--- src/blm_pkg.sv ---
`timescale 1ns / 1ps
`default_nettype none

package blm_pkg;

    // Field and register widths
    localparam int MAG_W      = 20;
    localparam int THR_W      = 20;
    localparam int BIN_CFG_W  = 10;
    localparam int TICK_W     = 20;
    localparam int SUM_W      = 32;
    localparam int FRAC_W     = 16;
    localparam int LEVEL_W    = FRAC_W + 1;
    localparam int CFG_IDX_W  = 3;
    localparam int CFG_DATA_W = 20;
    localparam int IN_DATA_W  = 24;
    localparam int OUT_DATA_W = 56;
    localparam int LANES      = 3;

    // Depth of the frame queue between accumulator and divider
    localparam int QUEUE_DEPTH = 2;

    // Register reset values
    localparam logic [THR_W-1:0]     LOW_THR_RST     = 20'd700;
    localparam logic [THR_W-1:0]     HIGH_THR_RST    = 20'd300;
    localparam logic [THR_W-1:0]     MID_THR_RST     = 20'd500;
    localparam logic [BIN_CFG_W-1:0] SPLIT_BIN_RST   = 10'd8;
    localparam logic [BIN_CFG_W-1:0] FIRST_BIN_RST   = 10'd2;
    localparam logic [BIN_CFG_W-1:0] LAST_BIN_RST    = 10'd59;
    localparam logic [TICK_W-1:0]    CAL_START_RST   = 20'd15000;
    localparam logic [TICK_W-1:0]    CAL_END_RST     = 20'd18000;

    // Elapsed timer: starts past the window so calibration opens at once
    localparam logic [TICK_W-1:0]    TICK_RST        = 20'd24000;
    localparam logic [TICK_W-1:0]    TICK_SAT        = 20'hFFFFF;

    localparam logic [SUM_W-1:0]     MAX_RST         = 32'd1;
    localparam logic [LEVEL_W-1:0]   LEVEL_ONE       = 17'h10000;

    typedef logic [BIN_CFG_W-1:0] t_bin_cfg;

    typedef enum logic [CFG_IDX_W-1:0] {
        CFG_LOW_THR   = 3'd0,
        CFG_HIGH_THR  = 3'd1,
        CFG_MID_THR   = 3'd2,
        CFG_SPLIT_BIN = 3'd3,
        CFG_FIRST_BIN = 3'd4,
        CFG_LAST_BIN  = 3'd5,
        CFG_CAL_START = 3'd6,
        CFG_CAL_END   = 3'd7
    } t_cfg_idx;

    // One finished frame handed from accumulator to divider
    typedef struct packed {
        logic [SUM_W-1:0] low_sum;
        logic [SUM_W-1:0] mid_sum;
        logic [SUM_W-1:0] high_sum;
        logic [SUM_W-1:0] low_max;
        logic [SUM_W-1:0] mid_max;
        logic [SUM_W-1:0] high_max;
        logic             calib;
    } t_frame_rec;

    typedef enum logic [1:0] {
        DIV_IDLE,
        DIV_RUN,
        DIV_HOLD
    } t_div_state;

endpackage

`default_nettype wire

--- src/blm_fifo.sv ---
`timescale 1ns / 1ps
`default_nettype none

module blm_fifo #(
    parameter int WIDTH = 8,
    parameter int DEPTH = 2
) (
    input  wire logic             i_clk,
    input  wire logic             i_rst_n,
    input  wire logic             i_push,
    input  wire logic [WIDTH-1:0] i_data,
    input  wire logic             i_pop,
    output logic      [WIDTH-1:0] o_data,
    output logic                  o_empty,
    output logic                  o_full
);

    localparam int PTR_W = (DEPTH > 1) ? $clog2(DEPTH) : 1;
    localparam int CNT_W = $clog2(DEPTH + 1);
    localparam logic [PTR_W-1:0] PTR_LAST = PTR_W'(DEPTH - 1);
    localparam logic [CNT_W-1:0] CNT_FULL = CNT_W'(DEPTH);

    logic [WIDTH-1:0] r_mem [DEPTH];
    logic [PTR_W-1:0] r_wr;
    logic [PTR_W-1:0] r_rd;
    logic [CNT_W-1:0] r_cnt;

    assign o_data  = r_mem[r_rd];
    assign o_empty = (r_cnt == '0);
    assign o_full  = (r_cnt == CNT_FULL);

    // Store entry at write pointer
    always_ff @(posedge i_clk) begin
        if (i_push) begin
            r_mem[r_wr] <= i_data;
        end
    end

    // Advance pointers and occupancy
    always_ff @(posedge i_clk) begin
        if (!i_rst_n) begin
            r_wr  <= '0;
            r_rd  <= '0;
            r_cnt <= '0;
        end else begin
            if (i_push) begin
                r_wr <= (r_wr == PTR_LAST) ? '0 : r_wr + 1'b1;
            end
            if (i_pop) begin
                r_rd <= (r_rd == PTR_LAST) ? '0 : r_rd + 1'b1;
            end
            if (i_push && !i_pop) begin
                r_cnt <= r_cnt + 1'b1;
            end else if (!i_push && i_pop) begin
                r_cnt <= r_cnt - 1'b1;
            end
        end
    end

    a_no_overflow: assert property (@(posedge i_clk) disable iff (!i_rst_n)
        (i_push && o_full) |-> i_pop)
        else $error("frame queue written while full");

endmodule

`default_nettype wire

--- src/blm_front.sv ---
`timescale 1ns / 1ps
`default_nettype none

module blm_front #(
    parameter int FRAME_BINS = 128
) (
    input  wire logic                             i_clk,
    input  wire logic                             i_rst_n,
    input  wire logic                             i_cfg_valid,
    input  wire logic [blm_pkg::CFG_IDX_W-1:0]    i_cfg_index,
    input  wire logic [blm_pkg::CFG_DATA_W-1:0]   i_cfg_data,
    input  wire logic                             i_valid,
    output logic                                  o_ready,
    input  wire logic                             i_mode,
    input  wire logic [blm_pkg::MAG_W-1:0]        i_mag,
    input  wire logic                             i_last,
    input  wire logic                             i_full,
    output logic                                  o_push,
    output blm_pkg::t_frame_rec                   o_rec
);

    import blm_pkg::*;

    localparam int BIN_W = $clog2(FRAME_BINS);
    localparam logic [BIN_W-1:0] BIN_LAST = BIN_W'(FRAME_BINS - 1);

    // Configuration registers
    logic [THR_W-1:0]  r_low_thr;
    logic [THR_W-1:0]  r_high_thr;
    logic [THR_W-1:0]  r_mid_thr;
    t_bin_cfg          r_split_bin;
    t_bin_cfg          r_first_bin;
    t_bin_cfg          r_last_bin;
    logic [TICK_W-1:0] r_cal_start;
    logic [TICK_W-1:0] r_cal_end;

    // Frame state
    logic [BIN_W-1:0]  r_bin;
    logic [SUM_W-1:0]  r_low_sum;
    logic [SUM_W-1:0]  r_mid_sum;
    logic [SUM_W-1:0]  r_high_sum;
    logic [SUM_W-1:0]  r_low_max;
    logic [SUM_W-1:0]  r_mid_max;
    logic [SUM_W-1:0]  r_high_max;
    logic [TICK_W-1:0] r_elapsed;
    logic              r_calib;

    logic              w_accept;
    logic              w_bin_acc;
    t_bin_cfg          w_bin;
    logic              w_in_range;
    logic              w_is_low;
    logic [SUM_W-1:0]  w_mag;
    logic [SUM_W-1:0]  n_low_sum;
    logic [SUM_W-1:0]  n_mid_sum;
    logic [SUM_W-1:0]  n_high_sum;
    logic              w_calibrate;
    logic              w_close;
    logic [SUM_W-1:0]  w_low_base;
    logic [SUM_W-1:0]  w_mid_base;
    logic [SUM_W-1:0]  w_high_base;
    logic [SUM_W-1:0]  n_low_max;
    logic [SUM_W-1:0]  n_mid_max;
    logic [SUM_W-1:0]  n_high_max;

    // Write configuration registers
    always_ff @(posedge i_clk) begin
        if (!i_rst_n) begin
            r_low_thr   <= LOW_THR_RST;
            r_high_thr  <= HIGH_THR_RST;
            r_mid_thr   <= MID_THR_RST;
            r_split_bin <= SPLIT_BIN_RST;
            r_first_bin <= FIRST_BIN_RST;
            r_last_bin  <= LAST_BIN_RST;
            r_cal_start <= CAL_START_RST;
            r_cal_end   <= CAL_END_RST;
        end else if (i_cfg_valid) begin
            unique case (t_cfg_idx'(i_cfg_index))
                CFG_LOW_THR:   r_low_thr   <= i_cfg_data;
                CFG_HIGH_THR:  r_high_thr  <= i_cfg_data;
                CFG_MID_THR:   r_mid_thr   <= i_cfg_data;
                CFG_SPLIT_BIN: r_split_bin <= i_cfg_data[BIN_CFG_W-1:0];
                CFG_FIRST_BIN: r_first_bin <= i_cfg_data[BIN_CFG_W-1:0];
                CFG_LAST_BIN:  r_last_bin  <= i_cfg_data[BIN_CFG_W-1:0];
                CFG_CAL_START: r_cal_start <= i_cfg_data;
                CFG_CAL_END:   r_cal_end   <= i_cfg_data;
            endcase
        end
    end

    // Classify the bin and form the running sums
    always_comb begin
        w_accept   = i_valid && o_ready;
        w_bin_acc  = w_accept && !i_mode;
        w_bin      = t_bin_cfg'(r_bin);
        w_in_range = (w_bin >= r_first_bin) && (w_bin <= r_last_bin);
        w_is_low   = (w_bin <= r_split_bin);
        w_mag      = SUM_W'(i_mag);

        n_low_sum  = r_low_sum;
        n_mid_sum  = r_mid_sum;
        n_high_sum = r_high_sum;
        if (w_in_range) begin
            if (w_is_low && (i_mag > r_low_thr)) begin
                n_low_sum = r_low_sum + w_mag;
            end
            if (!w_is_low && (i_mag > r_high_thr)) begin
                n_high_sum = r_high_sum + w_mag;
            end
            if (i_mag > r_mid_thr) begin
                n_mid_sum = r_mid_sum + w_mag;
            end
        end
    end

    // Calibration window and raised maxima at frame end
    always_comb begin
        w_calibrate = (r_elapsed > r_cal_start);
        w_close     = (r_elapsed > r_cal_end);
        w_low_base  = r_calib ? r_low_max  : MAX_RST;
        w_mid_base  = r_calib ? r_mid_max  : MAX_RST;
        w_high_base = r_calib ? r_high_max : MAX_RST;
        n_low_max   = (n_low_sum  > w_low_base)  ? n_low_sum  : w_low_base;
        n_mid_max   = (n_mid_sum  > w_mid_base)  ? n_mid_sum  : w_mid_base;
        n_high_max  = (n_high_sum > w_high_base) ? n_high_sum : w_high_base;
    end

    // Hand the finished frame to the divider
    always_comb begin
        o_ready         = !i_full;
        o_push          = w_bin_acc && i_last;
        o_rec.low_sum   = n_low_sum;
        o_rec.mid_sum   = n_mid_sum;
        o_rec.high_sum  = n_high_sum;
        o_rec.low_max   = w_calibrate ? n_low_max  : r_low_max;
        o_rec.mid_max   = w_calibrate ? n_mid_max  : r_mid_max;
        o_rec.high_max  = w_calibrate ? n_high_max : r_high_max;
        o_rec.calib     = w_calibrate ? !w_close   : r_calib;
    end

    // Update frame state, timer and maxima
    always_ff @(posedge i_clk) begin
        if (!i_rst_n) begin
            r_bin      <= '0;
            r_low_sum  <= '0;
            r_mid_sum  <= '0;
            r_high_sum <= '0;
            r_low_max  <= MAX_RST;
            r_mid_max  <= MAX_RST;
            r_high_max <= MAX_RST;
            r_elapsed  <= TICK_RST;
            r_calib    <= 1'b0;
        end else if (w_accept && i_mode) begin
            if (r_elapsed != TICK_SAT) begin
                r_elapsed <= r_elapsed + 1'b1;
            end
        end else if (w_bin_acc && !i_last) begin
            r_low_sum  <= n_low_sum;
            r_mid_sum  <= n_mid_sum;
            r_high_sum <= n_high_sum;
            if (r_bin != BIN_LAST) begin
                r_bin <= r_bin + 1'b1;
            end
        end else if (w_bin_acc) begin
            r_low_sum  <= '0;
            r_mid_sum  <= '0;
            r_high_sum <= '0;
            r_bin      <= '0;
            if (w_calibrate) begin
                r_low_max  <= n_low_max;
                r_mid_max  <= n_mid_max;
                r_high_max <= n_high_max;
                r_calib    <= !w_close;
                if (w_close) begin
                    r_elapsed <= '0;
                end
            end
        end
    end

    a_clear_after_frame: assert property (@(posedge i_clk) disable iff (!i_rst_n)
        o_push |=> (r_low_sum == '0 && r_mid_sum == '0 && r_high_sum == '0
                    && r_bin == '0))
        else $error("sums not cleared after frame end");

    a_max_covers_sum: assert property (@(posedge i_clk) disable iff (!i_rst_n)
        (o_push && w_calibrate) |-> (o_rec.low_sum <= o_rec.low_max
            && o_rec.mid_sum <= o_rec.mid_max && o_rec.high_sum <= o_rec.high_max))
        else $error("calibrated maximum below frame sum");

endmodule

`default_nettype wire

--- src/blm_div.sv ---
`timescale 1ns / 1ps
`default_nettype none

module blm_div (
    input  wire logic                              i_clk,
    input  wire logic                              i_rst_n,
    input  wire logic                              i_rec_valid,
    input  wire blm_pkg::t_frame_rec               i_rec,
    output logic                                   o_pop,
    output logic                                   o_tvalid,
    input  wire logic                              i_tready,
    output logic [blm_pkg::OUT_DATA_W-1:0]         o_tdata,
    output logic                                   o_tuser
);

    import blm_pkg::*;

    localparam int CNT_W = $clog2(FRAC_W);
    localparam logic [CNT_W-1:0] CNT_LAST = CNT_W'(FRAC_W - 1);
    localparam int PAD_W = OUT_DATA_W - LANES * LEVEL_W;

    t_div_state         r_state;
    t_div_state         n_state;
    logic [CNT_W-1:0]   r_count;
    logic [SUM_W-1:0]   r_rem [LANES];
    logic [SUM_W-1:0]   r_den [LANES];
    logic [FRAC_W-1:0]  r_quo [LANES];
    logic [LANES-1:0]   r_sat;
    logic               r_calib;
    logic               r_out_valid;
    logic [LEVEL_W-1:0] r_level [LANES];
    logic               r_out_calib;

    logic [SUM_W-1:0]   w_num [LANES];
    logic [SUM_W-1:0]   w_den [LANES];
    logic [SUM_W:0]     w_shift [LANES];
    logic [SUM_W:0]     w_diff [LANES];
    logic [LANES-1:0]   w_ge;
    logic [SUM_W-1:0]   n_rem [LANES];
    logic               w_load_out;

    // Lane 0 low, lane 1 mid, lane 2 high
    always_comb begin
        w_num[0] = i_rec.low_sum;
        w_num[1] = i_rec.mid_sum;
        w_num[2] = i_rec.high_sum;
        w_den[0] = i_rec.low_max;
        w_den[1] = i_rec.mid_max;
        w_den[2] = i_rec.high_max;
    end

    // One restoring step per lane
    always_comb begin
        for (int k = 0; k < LANES; k++) begin
            w_shift[k] = {r_rem[k], 1'b0};
            w_diff[k]  = w_shift[k] - {1'b0, r_den[k]};
            w_ge[k]    = (w_shift[k] >= {1'b0, r_den[k]});
            n_rem[k]   = w_ge[k] ? w_diff[k][SUM_W-1:0] : w_shift[k][SUM_W-1:0];
        end
    end

    // Hold state register
    always_ff @(posedge i_clk) begin
        if (!i_rst_n) begin
            r_state <= DIV_IDLE;
        end else begin
            r_state <= n_state;
        end
    end

    // Sequence load, iterate, deliver
    always_comb begin
        n_state    = r_state;
        o_pop      = 1'b0;
        w_load_out = 1'b0;
        unique case (r_state)
            DIV_IDLE: begin
                if (i_rec_valid) begin
                    o_pop   = 1'b1;
                    n_state = DIV_RUN;
                end
            end
            DIV_RUN: begin
                if (r_count == CNT_LAST) begin
                    n_state = DIV_HOLD;
                end
            end
            DIV_HOLD: begin
                if (!r_out_valid || i_tready) begin
                    w_load_out = 1'b1;
                    n_state    = DIV_IDLE;
                end
            end
            default: n_state = DIV_IDLE;
        endcase
    end

    // Load operands and shift in quotient bits
    always_ff @(posedge i_clk) begin
        if (o_pop) begin
            for (int k = 0; k < LANES; k++) begin
                r_den[k] <= w_den[k];
                r_sat[k] <= (w_num[k] >= w_den[k]);
                r_rem[k] <= (w_num[k] >= w_den[k]) ? '0 : w_num[k];
                r_quo[k] <= '0;
            end
            r_calib <= i_rec.calib;
            r_count <= '0;
        end else if (r_state == DIV_RUN) begin
            for (int k = 0; k < LANES; k++) begin
                r_rem[k] <= n_rem[k];
                r_quo[k] <= {r_quo[k][FRAC_W-2:0], w_ge[k]};
            end
            r_count <= r_count + 1'b1;
        end
    end

    // Output register, clamped levels
    always_ff @(posedge i_clk) begin
        if (w_load_out) begin
            for (int k = 0; k < LANES; k++) begin
                r_level[k] <= r_sat[k] ? LEVEL_ONE : {1'b0, r_quo[k]};
            end
            r_out_calib <= r_calib;
        end
    end

    always_ff @(posedge i_clk) begin
        if (!i_rst_n) begin
            r_out_valid <= 1'b0;
        end else if (w_load_out) begin
            r_out_valid <= 1'b1;
        end else if (i_tready) begin
            r_out_valid <= 1'b0;
        end
    end

    assign o_tvalid = r_out_valid;
    assign o_tdata  = {{PAD_W{1'b0}}, r_level[2], r_level[1], r_level[0]};
    assign o_tuser  = r_out_calib;

    a_rem_below_den: assert property (@(posedge i_clk) disable iff (!i_rst_n)
        (r_state != DIV_IDLE) |-> (r_rem[0] < r_den[0] && r_rem[1] < r_den[1]
                                   && r_rem[2] < r_den[2]))
        else $error("partial remainder not below divisor");

    a_pop_starts_run: assert property (@(posedge i_clk) disable iff (!i_rst_n)
        o_pop |=> (r_state == DIV_RUN && r_count == '0))
        else $error("division did not start after queue pop");

endmodule

`default_nettype wire

--- src/band_level_meter_autocal_unit.sv ---
//  channel   dir  handshake                     payload
//  s_axis    in   s_axis_tvalid/s_axis_tready   tdata magnitude, tuser mode, tlast frame_last
//  m_axis    out  m_axis_tvalid/m_axis_tready   tdata low/mid/high level, tuser calibrating
//  cfg       in   i_cfg_valid/o_cfg_ready       i_cfg_index, i_cfg_data
//
//  Bins and ticks are taken one per cycle while the frame queue has room.
//  A frame end is divided in three lanes: the operands are loaded, then 16 quotient bits
//  come from one restoring step per cycle in each lane, then the levels are delivered.
//  The queue holds two finished frames, so short frames stall the input when
//  the divider falls behind; a waiting result does not block the next division.
//  Reset is synchronous and active low.
`timescale 1ns / 1ps
`default_nettype none

module band_level_meter_autocal_unit #(
    parameter int FRAME_BINS = 128
) (
    input  wire logic                           i_clk,
    input  wire logic                           i_rst_n,
    // config write
    input  wire logic                           i_cfg_valid,
    output logic                                o_cfg_ready,
    input  wire logic [blm_pkg::CFG_IDX_W-1:0]  i_cfg_index,
    input  wire logic [blm_pkg::CFG_DATA_W-1:0] i_cfg_data,
    // input stream
    input  wire logic                           s_axis_tvalid,
    output logic                                s_axis_tready,
    input  wire logic [blm_pkg::IN_DATA_W-1:0]  s_axis_tdata,  // [19:0] magnitude
    input  wire logic                           s_axis_tuser,  // [0] mode
    input  wire logic                           s_axis_tlast,  // frame_last
    // result stream
    output logic                                m_axis_tvalid,
    input  wire logic                           m_axis_tready,
    output logic [blm_pkg::OUT_DATA_W-1:0]      m_axis_tdata,  // [16:0] low, [33:17] mid, [50:34] high
    output logic                                m_axis_tuser   // [0] calibrating
);

    import blm_pkg::*;

    localparam int REC_W = $bits(t_frame_rec);

    logic             w_full;
    logic             w_empty;
    logic             w_push;
    logic             w_pop;
    t_frame_rec       w_rec_in;
    t_frame_rec       w_rec_out;
    logic [REC_W-1:0] w_rec_q;

    assign o_cfg_ready = 1'b1;

    // Accumulate bins, run the timer and calibration
    blm_front #(
        .FRAME_BINS (FRAME_BINS)
    ) u_front (
        .i_clk       (i_clk),
        .i_rst_n     (i_rst_n),
        .i_cfg_valid (i_cfg_valid),
        .i_cfg_index (i_cfg_index),
        .i_cfg_data  (i_cfg_data),
        .i_valid     (s_axis_tvalid),
        .o_ready     (s_axis_tready),
        .i_mode      (s_axis_tuser),
        .i_mag       (s_axis_tdata[MAG_W-1:0]),
        .i_last      (s_axis_tlast),
        .i_full      (w_full),
        .o_push      (w_push),
        .o_rec       (w_rec_in)
    );

    // Queue finished frames
    blm_fifo #(
        .WIDTH (REC_W),
        .DEPTH (QUEUE_DEPTH)
    ) u_queue (
        .i_clk   (i_clk),
        .i_rst_n (i_rst_n),
        .i_push  (w_push),
        .i_data  (w_rec_in),
        .i_pop   (w_pop),
        .o_data  (w_rec_q),
        .o_empty (w_empty),
        .o_full  (w_full)
    );

    assign w_rec_out = t_frame_rec'(w_rec_q);

    // Divide sums by maxima
    blm_div u_div (
        .i_clk       (i_clk),
        .i_rst_n     (i_rst_n),
        .i_rec_valid (!w_empty),
        .i_rec       (w_rec_out),
        .o_pop       (w_pop),
        .o_tvalid    (m_axis_tvalid),
        .i_tready    (m_axis_tready),
        .o_tdata     (m_axis_tdata),
        .o_tuser     (m_axis_tuser)
    );

endmodule

`default_nettype wire
--- config.mk ---
export PLATFORM = sky130hd
export DESIGN_NAME = band_level_meter_autocal_unit
export DESIGN_NICKNAME = d
export VERILOG_FILES = /design/src/blm_pkg.sv /design/src/blm_fifo.sv /design/src/blm_front.sv /design/src/blm_div.sv /design/src/band_level_meter_autocal_unit.sv
export SDC_FILE = /design/constraint.sdc
export NUM_CORES = 2
export LEC_CHECK = 0
export BUFFER_PORTS_ARGS = -buffer_cell sky130_fd_sc_hd__buf_2
export CAP_MARGIN = 20
export CORE_MARGIN = 4
export CORE_UTILIZATION = 60
export DETAILED_ROUTE_END_ITERATION = 7
export PLACE_DENSITY = 0.86
export SLEW_MARGIN = 30
export SYNTH_ARGS = -nofsm -noshare
export SYNTH_HDL_FRONTEND = slang
export SYNTH_SLANG_ARGS = --single-unit
--- constraint.sdc ---
create_clock -name i_clk -period 13.82 [get_ports i_clk]
set_clock_uncertainty 0.2 [all_clocks]
set_input_delay 1.382 -clock i_clk [delete_from_list [all_inputs] [get_ports i_clk]]
set_output_delay 1.382 -clock i_clk [all_outputs]
set_load 0.005 [all_outputs]
## Word level (Yosys, flattened, before mapping)

Memory sizes are Yosys's and may differ from the RTL's. A register that Yosys moved wholly into a read port is not among the register bits.
Index checks and enable logic that the tools add are counted.
W data, S select, Z words.

- Output and inout bits: 60
- Word-level logic and storage cells: 198
- RAM bits: 677
- Memories kept: 5
- Bits in registers: 366

Memories:

| memory | words | width | read ports | clocked after memory_dff | wr ports | RTL line | RTL |
|---|---|---|---|---|---|---|---|
| u_queue.r_mem | 2 | 193 | 1 | 1 | 1 | blm_fifo.sv:23 | `logic [WIDTH-1:0] r_mem [DEPTH];` |
| u_div.r_den | 3 | 32 | 3 | 0 | 3 | blm_div.sv:26 | `logic [SUM_W-1:0] r_den [LANES];` |
| u_div.r_rem | 3 | 32 | 3 | 0 | 3 | blm_div.sv:25 | `logic [SUM_W-1:0] r_rem [LANES];` |
| u_div.r_level | 3 | 17 | 3 | 0 | 3 | blm_div.sv:31 | `logic [LEVEL_W-1:0] r_level [LANES];` |
| u_div.r_quo | 3 | 16 | 3 | 0 | 3 | blm_div.sv:27 | `logic [FRAC_W-1:0] r_quo [LANES];` |

- Bitwise operators: 8
- Add/sub/neg operators: 13
- Equality and inequality tests: 19
- Muxes and demuxes: 69
- Reductions and logical operators: 41
- Order comparisons: 17

Operators by type and width:

| operator | number |
|---|---|
| $mux W32 | 28 |
| $mux W20 | 6 |
| $gt A20 B20 Y1 | 5 |
| $ge A33 B32 Y1 | 3 |
| $add A32 B20 Y32 | 3 |
| $ge A32 B32 Y1 | 3 |
| $gt A32 B32 Y1 | 3 |
| $sub A32 B32 Y32 | 3 |
| $mux W17 | 3 |
| $mux W16 | 3 |
| $mux W7 | 3 |
| $add A20 B1 Y20 const B | 1 |
| $le A7 B10 Y1 | 2 |
| $mux W1 | 20 |
| $ne A20 B20 Y1 const B | 1 |
| $reduce_and A2 Y1 | 9 |
| $eq A3 B3 Y1 const B | 4 |
| $reduce_bool A2 Y1 | 6 |
| $ge A7 B10 Y1 | 1 |
| $logic_and A1 B1 Y1 | 10 |
| $mux W2 | 5 |
| $reduce_and A3 Y1 | 3 |
| $logic_not A1 Y1 | 8 |
| $add A7 B1 Y7 const B | 1 |
| 19 further kinds | 33 |

## Depth between registers and ports, before layout

- Depth in word-level cells: 9
- Depth in mapped cells: 27

## Cells and area by module

From an unflattened synthesis, not the netlist that was laid out.

- Cells, all modules: 5631
- Area total of the unflattened synthesis: 57900.5 um2

By module, submodules not included:

| module | times used | area an instance (um2) | sequential area each (um2) | cells an instance |
|---|---|---|---|---|
| blm_front | 1 | 23840.4 | 7006.7 | 3043 |
| blm_div | 1 | 19845.3 | 9028.7 | 1963 |
| blm_fifo | 1 | 14199.9 | 11691.2 | 622 |
| band_level_meter_autocal_unit | 1 | 15.0 | 0.0 | 3 |

## Worst setup path after synthesis

No wires, ideal clock.

- Path type: in2reg
- Start point: input s_axis_tvalid
- End point: memory u_queue.r_mem[0][0] in the netlist's numbering (enable)
- Data required time: 12870 ps
- Buffers on the path: 0
- Slack: 2991 ps
- Stages on the path: 4
- Arrival: 9878 ps
- Cell sequence: nand2_1 > nor2_1 > nand2_1 > nor2_1

- Word-level cells in the longest chain between the ends: 5

Ends and longest elaborated chain:

| what | RTL line | RTL |
|---|---|---|
| from (decl) | band_level_meter_autocal_unit.sv:26 | `input wire logic s_axis_tvalid,` |
| $logic_and A1 B1 Y1 | blm_front.sv:93 | `w_accept = i_valid && o_ready;` |
| $logic_and A1 B1 Y1 | blm_front.sv:94 | `w_bin_acc = w_accept && !i_mode;` |
| $logic_and A1 B1 Y1 | blm_front.sv:131 | `o_push = w_bin_acc && i_last;` |
| $mux W1 | blm_fifo.sv:34 | `if (i_push) begin` |
| $mux W1 (implied by the code) | blm_fifo.sv:35 | `r_mem[r_wr] <= i_data;` |
| to (decl) | blm_fifo.sv:23 |  |

No other way between the ends.

## Final worst setup path

- Start point: input s_axis_tdata[1] in the netlist's numbering
- End point: register u_front.r_low_max[11]

- Word-level cells in the longest chain between the ends: 7

Ends and longest elaborated chain:

| what | RTL line | RTL |
|---|---|---|
| from (decl) | band_level_meter_autocal_unit.sv:28 | `input wire logic [blm_pkg::IN_DATA_W-1:0] s_axis_tdata,` |
| parallel branches: the longest is 2 deep, another holds $add A32 B20 Y32 | - |  |
| $mux W32 * | blm_front.sv:104 | `if (w_is_low && (i_mag > r_low_thr)) begin` |
| $mux W32 * | blm_front.sv:103 | `if (w_in_range) begin` |
| via u_front.n_low_sum[20] | blm_front.sv:54 | `logic [SUM_W-1:0] n_low_sum;` |
| $gt A32 B32 Y1 * | blm_front.sv:123 | `n_low_max = (n_low_sum > w_low_base) ? n_low_sum : w_low_base;` |
| $mux W32 * | blm_front.sv:123 |  |
| $mux W32 * | - |  |
| to (signal assigned) | blm_front.sv:170 | `r_low_max <= n_low_max;` |
| to (decl) | blm_front.sv:42 | `logic [SUM_W-1:0] r_low_max;` |

Mark *: on every way through the listed nets, which the timed path passes.
A chain may end at the register's enable or synchronous reset.

==> flow_metrics.tcl <==
set metrics [dict create \
    viasPerCell 6.24 \
    leakage_nw 25.0 \
    grt_usage_pct 27.3 \
    ys.flop_type "edfxtp_1" \
    die_h_um 315 \
    final_common_cell "edfxtp_1" \
    areaGrowthSynthToFinish_pct 9.45 \
    num_rows 112 \
    max_slew.worst_pin.slew_ns 1.13 \
    nNetsFinal 5971 \
    synth_edf_count 682 \
    critical_path_arrival_ns 8.74 \
    io_pins 114 \
    post_cts_resized 0 \
    swShare_pct 36.3 \
    synthAdderAreaFrac_pct 10.7 \
    die-width_um 315 \
    synth_xor_area_share_pct 2.89 \
    maxCapViolations 0 \
    synthArstFlopShare_pct 0 \
    post-route-util_pct 66.1 \
    syn_area_per_cell_um2 10.5 \
    antenna_found_initial 3 \
    syn_inst 5388 \
    r2r-start "u_front.r_bin[3]$_SDFFE_PN0P_" \
    io_buffers 103 \
    grt_pass1_wl_um 218000 \
    drv_slew 0 \
    ir_drop_mv 0.143 \
    vias 42400 \
    finalSetupViolations 0 \
    fillCellCount 6799 \
    post-cts-setup-buffers 0 \
    dieArea_um2 99000 \
    drt_iter0_drc 4269 \
    drt_first_pass_iters 6 \
    layout_common_cells "edfxtp_1, nand2_1, ha_1, inv_1, dfxtp_1" \
    seq_power_share_pct 36.7 \
    numCtsBuffers 107 \
    p_clk_share_pct 25.3 \
    coreArea_um2 93300 \
    yosysUniqueCellTypes 95 \
    drt_wl_total_um 138000 \
    drc 0 \
    clk_latency_ns 0.71 \
    rsz0062_at_grt "no" \
    gp_congestion 0.906 \
    ys_warn_count 0 \
    fin_crit_sh_pct 60.1 \
    finalHoldViolCount 0 \
    syn-cell-area_um2 56400 \
    min_path_cells 0 \
    drtAntennaViolNets 0 \
    grt_overflow 0 \
    hpwlAfterDp_um 93000 \
    synth-simple-area-share_pct 11.7 \
    worstSetupPathType "input pin to flip-flop" \
    cts_buffer_depth 3 \
    power_frac_comb_pct 38.0 \
    wl_per_cell_um 20.3 \
    hold_ws_ns 0.219 \
    cp_data_required_time_ns 14.25 \
    initial_core_util_pct 60.4 \
    timing.rr.end "u_front.r_low_max[11]$_SDFFE_PN0P_" \
    clock_sinks 1044 \
    synth_compound_area_share_pct 15.9 \
    status "finished clean" \
    fin_setup_tns_ns 0 \
    cp-start-kind "input pin" \
    fmax_mhz 120 \
    power_density_nw_per_um2 186 \
    endpoint_kind "flip-flop" \
    ys_ff_latch 1044 \
    muxShareOfSynthArea_pct 5.10 \
    min_delay_worst_endpoint "u_div.o_tuser$_DFFE_PP_" \
    hp-start "u_div.r_calib$_DFFE_PP_" \
    cts-htree-levels 3 \
    grt_max_degree 131 \
    p_sw_w 0.00418 \
    slew_headroom_pct 24.6 \
    grt_pass1_vias 41300 \
    rr_worst_depth 24 \
    cts-hold-fix-buffers 0 \
    drive_above_1_share_pct 9.11 \
    p_int_w 0.00732 \
    hold_path.class "flip-flop to flip-flop" \
    clock-root-buffer "clkbuf_16" \
    worst-path-max-fanout 30 \
    clkTransAtPathRegs_ns 0.06 \
    reg2reg_slack_ns 6.02 \
    period_needed_ns 8.30 \
    synth_top_family_by_area "compound AO/OA/AOI/OAI gates" \
    tritoncts "yes" \
    ys_seq_area_share_pct 49.2 \
]
power groups by stage:
stage / Clock, W / Combinational [W] / Sequential (W)
after floorplan: 0 / 0.00329 / 0.00426
after global placement: 0 / 0.00412 / 0.00425
after detailed placement: 0 / 0.00427 / 0.00428
after CTS: 0.00294 / 0.00432 / 0.00422
after global routing: 0.00308 / 0.00484 / 0.00426
final: 0.00291 / 0.00437 / 0.00421
cell type report:
type / instances / area (um^2) / area share, %
well taps: 1254 / 1570 / 2.54
clock inverters: 62 / 633 / 1.03
inverters: 442 / 1670 / 2.70
diodes: 2 / 5.00 / 0.00811
flip-flops and latches: 1044 / 27700 / 44.9
clock buffers: 141 / 2910 / 4.71
multi-input cells: 3684 / 26200 / 42.5
repair buffers: 159 / 972 / 1.57
state kept, by name, summed over array words and instances, names as in the netlist, 7 cells and up, named ones only:
register	flops
u_front.r_cal_end	20
u_front.r_last_bin	10
u_front.r_low_thr	20
u_front.r_split_bin	10
u_front.r_low_sum	32
u_queue.r_mem	386
u_front.r_high_thr	20
u_front.r_bin	7
u_front.r_low_max	32
u_div.r_level	51
u_front.r_mid_max	32
u_div.r_rem	96
u_div.r_quo	48
u_front.r_elapsed	20
u_front.r_mid_sum	32
u_front.r_cal_start	20
u_front.r_first_bin	10
u_front.r_high_sum	32
u_front.r_mid_thr	20
u_front.r_high_max	32
u_div.r_den	96
metal layers:
layer,share of wire (%),vias to the layer above,global-route usage [%]
li1,-,19700,-
met1,41,20400,36.4
met2,46,1870,44.9
met3,8.5,404,4.33
met4,4.2,2,10.8
met5,0.0087,-,0
Yosys cell counts (27+ instances only):
library cell	number	share of area, %
a21o_1	174	2.3
a21oi_1	343	3.0
a22o_1	101	1.6
a22oi_1	34	0.45
a31oi_1	34	0.38
and2_1	62	0.69
and3_1	34	0.38
clkbuf_1	162	1.1
dfxtp_1	362	13
edfxtp_1	682	36
ha_1	473	10
inv_1	441	2.9
mux2_2	109	2.2
mux2i_1	165	2.9
nand2_1	586	3.9
nand2b_1	37	0.41
nand3_1	108	0.96
nand4_1	87	0.96
nor2_1	251	1.7
nor2b_1	91	1.0
nor3_1	48	0.43
o211ai_1	62	0.83
o21a_1	43	0.57
o21ai_0	245	2.2
o2bb2ai_1	94	1.5
or3_1	27	0.30
xnor2_1	116	1.8
xor2_1	68	1.1
worst max-delay path: stages:
cell and delay [ns]:
buf_2 0.18, inv_1 0.28, fa_1 0.28, nor2b_1 0.06, o21a_1 0.18, o21ai_0 0.33, a21boi_1 0.17, o21ai_0 0.33
a21oi_1 0.14, or4_1 0.67, and2_1 0.26, xnor2_1 0.24, inv_1 0.12, ha_1 0.31, nand4_1 0.11, nor2_1 0.07
a2111oi_0 0.38, a2111oi_0 0.24, a2111oi_0 0.92, a21oi_1 0.07, a31oi_1 0.30, a21o_1 0.61, buf_4 0.37, o21a_1 0.16
buf_4 0.34, a22o_1 0.21
worst max path at each step:
stage / slack [ns] / start / to / cells past startpoint
final: 5.52 / s_axis_tdata[1] / u_front.r_low_max[11]$_SDFFE_PN0P_ / 26
after global routing: 5.10 / s_axis_tdata[1] / u_front.r_low_max[23]$_SDFFE_PN0P_ / 26
after global placement: 5.18 / s_axis_tdata[1] / u_front.r_low_max[30]$_SDFFE_PN0P_ / 26
after detailed placement: 5.06 / s_axis_tdata[1] / u_front.r_low_max[29]$_SDFFE_PN0P_ / 26
after CTS: 5.77 / s_axis_tdata[1] / u_front.r_low_max[13]$_SDFFE_PN0P_ / 26
after floorplan: 2.99 / s_axis_tvalid / u_queue.r_mem[0][0]$_DFFE_PP_ / 4
logic make-up after synthesis:
logic type | after synthesis
buffers and inverters | 664
multiplexers | 274
AO/OA/AOI/OAI | 1337
other | 2
adder cells (fa/ha/maj) | 479
flip-flops | 1044
XOR/XNOR | 185
AND/OR/NAND/NOR | 1403
through the flow:
| step | power, W | std cells | instance area, um^2 | setup WS (ns) |
|---|---|---|---|---|
| after floorplan | 0.00755 | 5392 | 56400 | 2.99 |
| after global placement | 0.00837 | 6582 | 58100 | 5.18 |
| final | 0.0115 | 6788 | 61700 | 5.52 |
| after global routing | 0.0122 | 6786 | 61700 | 5.10 |
| after CTS | 0.0115 | 6786 | 61700 | 5.77 |
| after detailed placement | 0.00854 | 6583 | 58200 | 5.06 |
No activity file was read; power rests on OpenSTA's default activity.
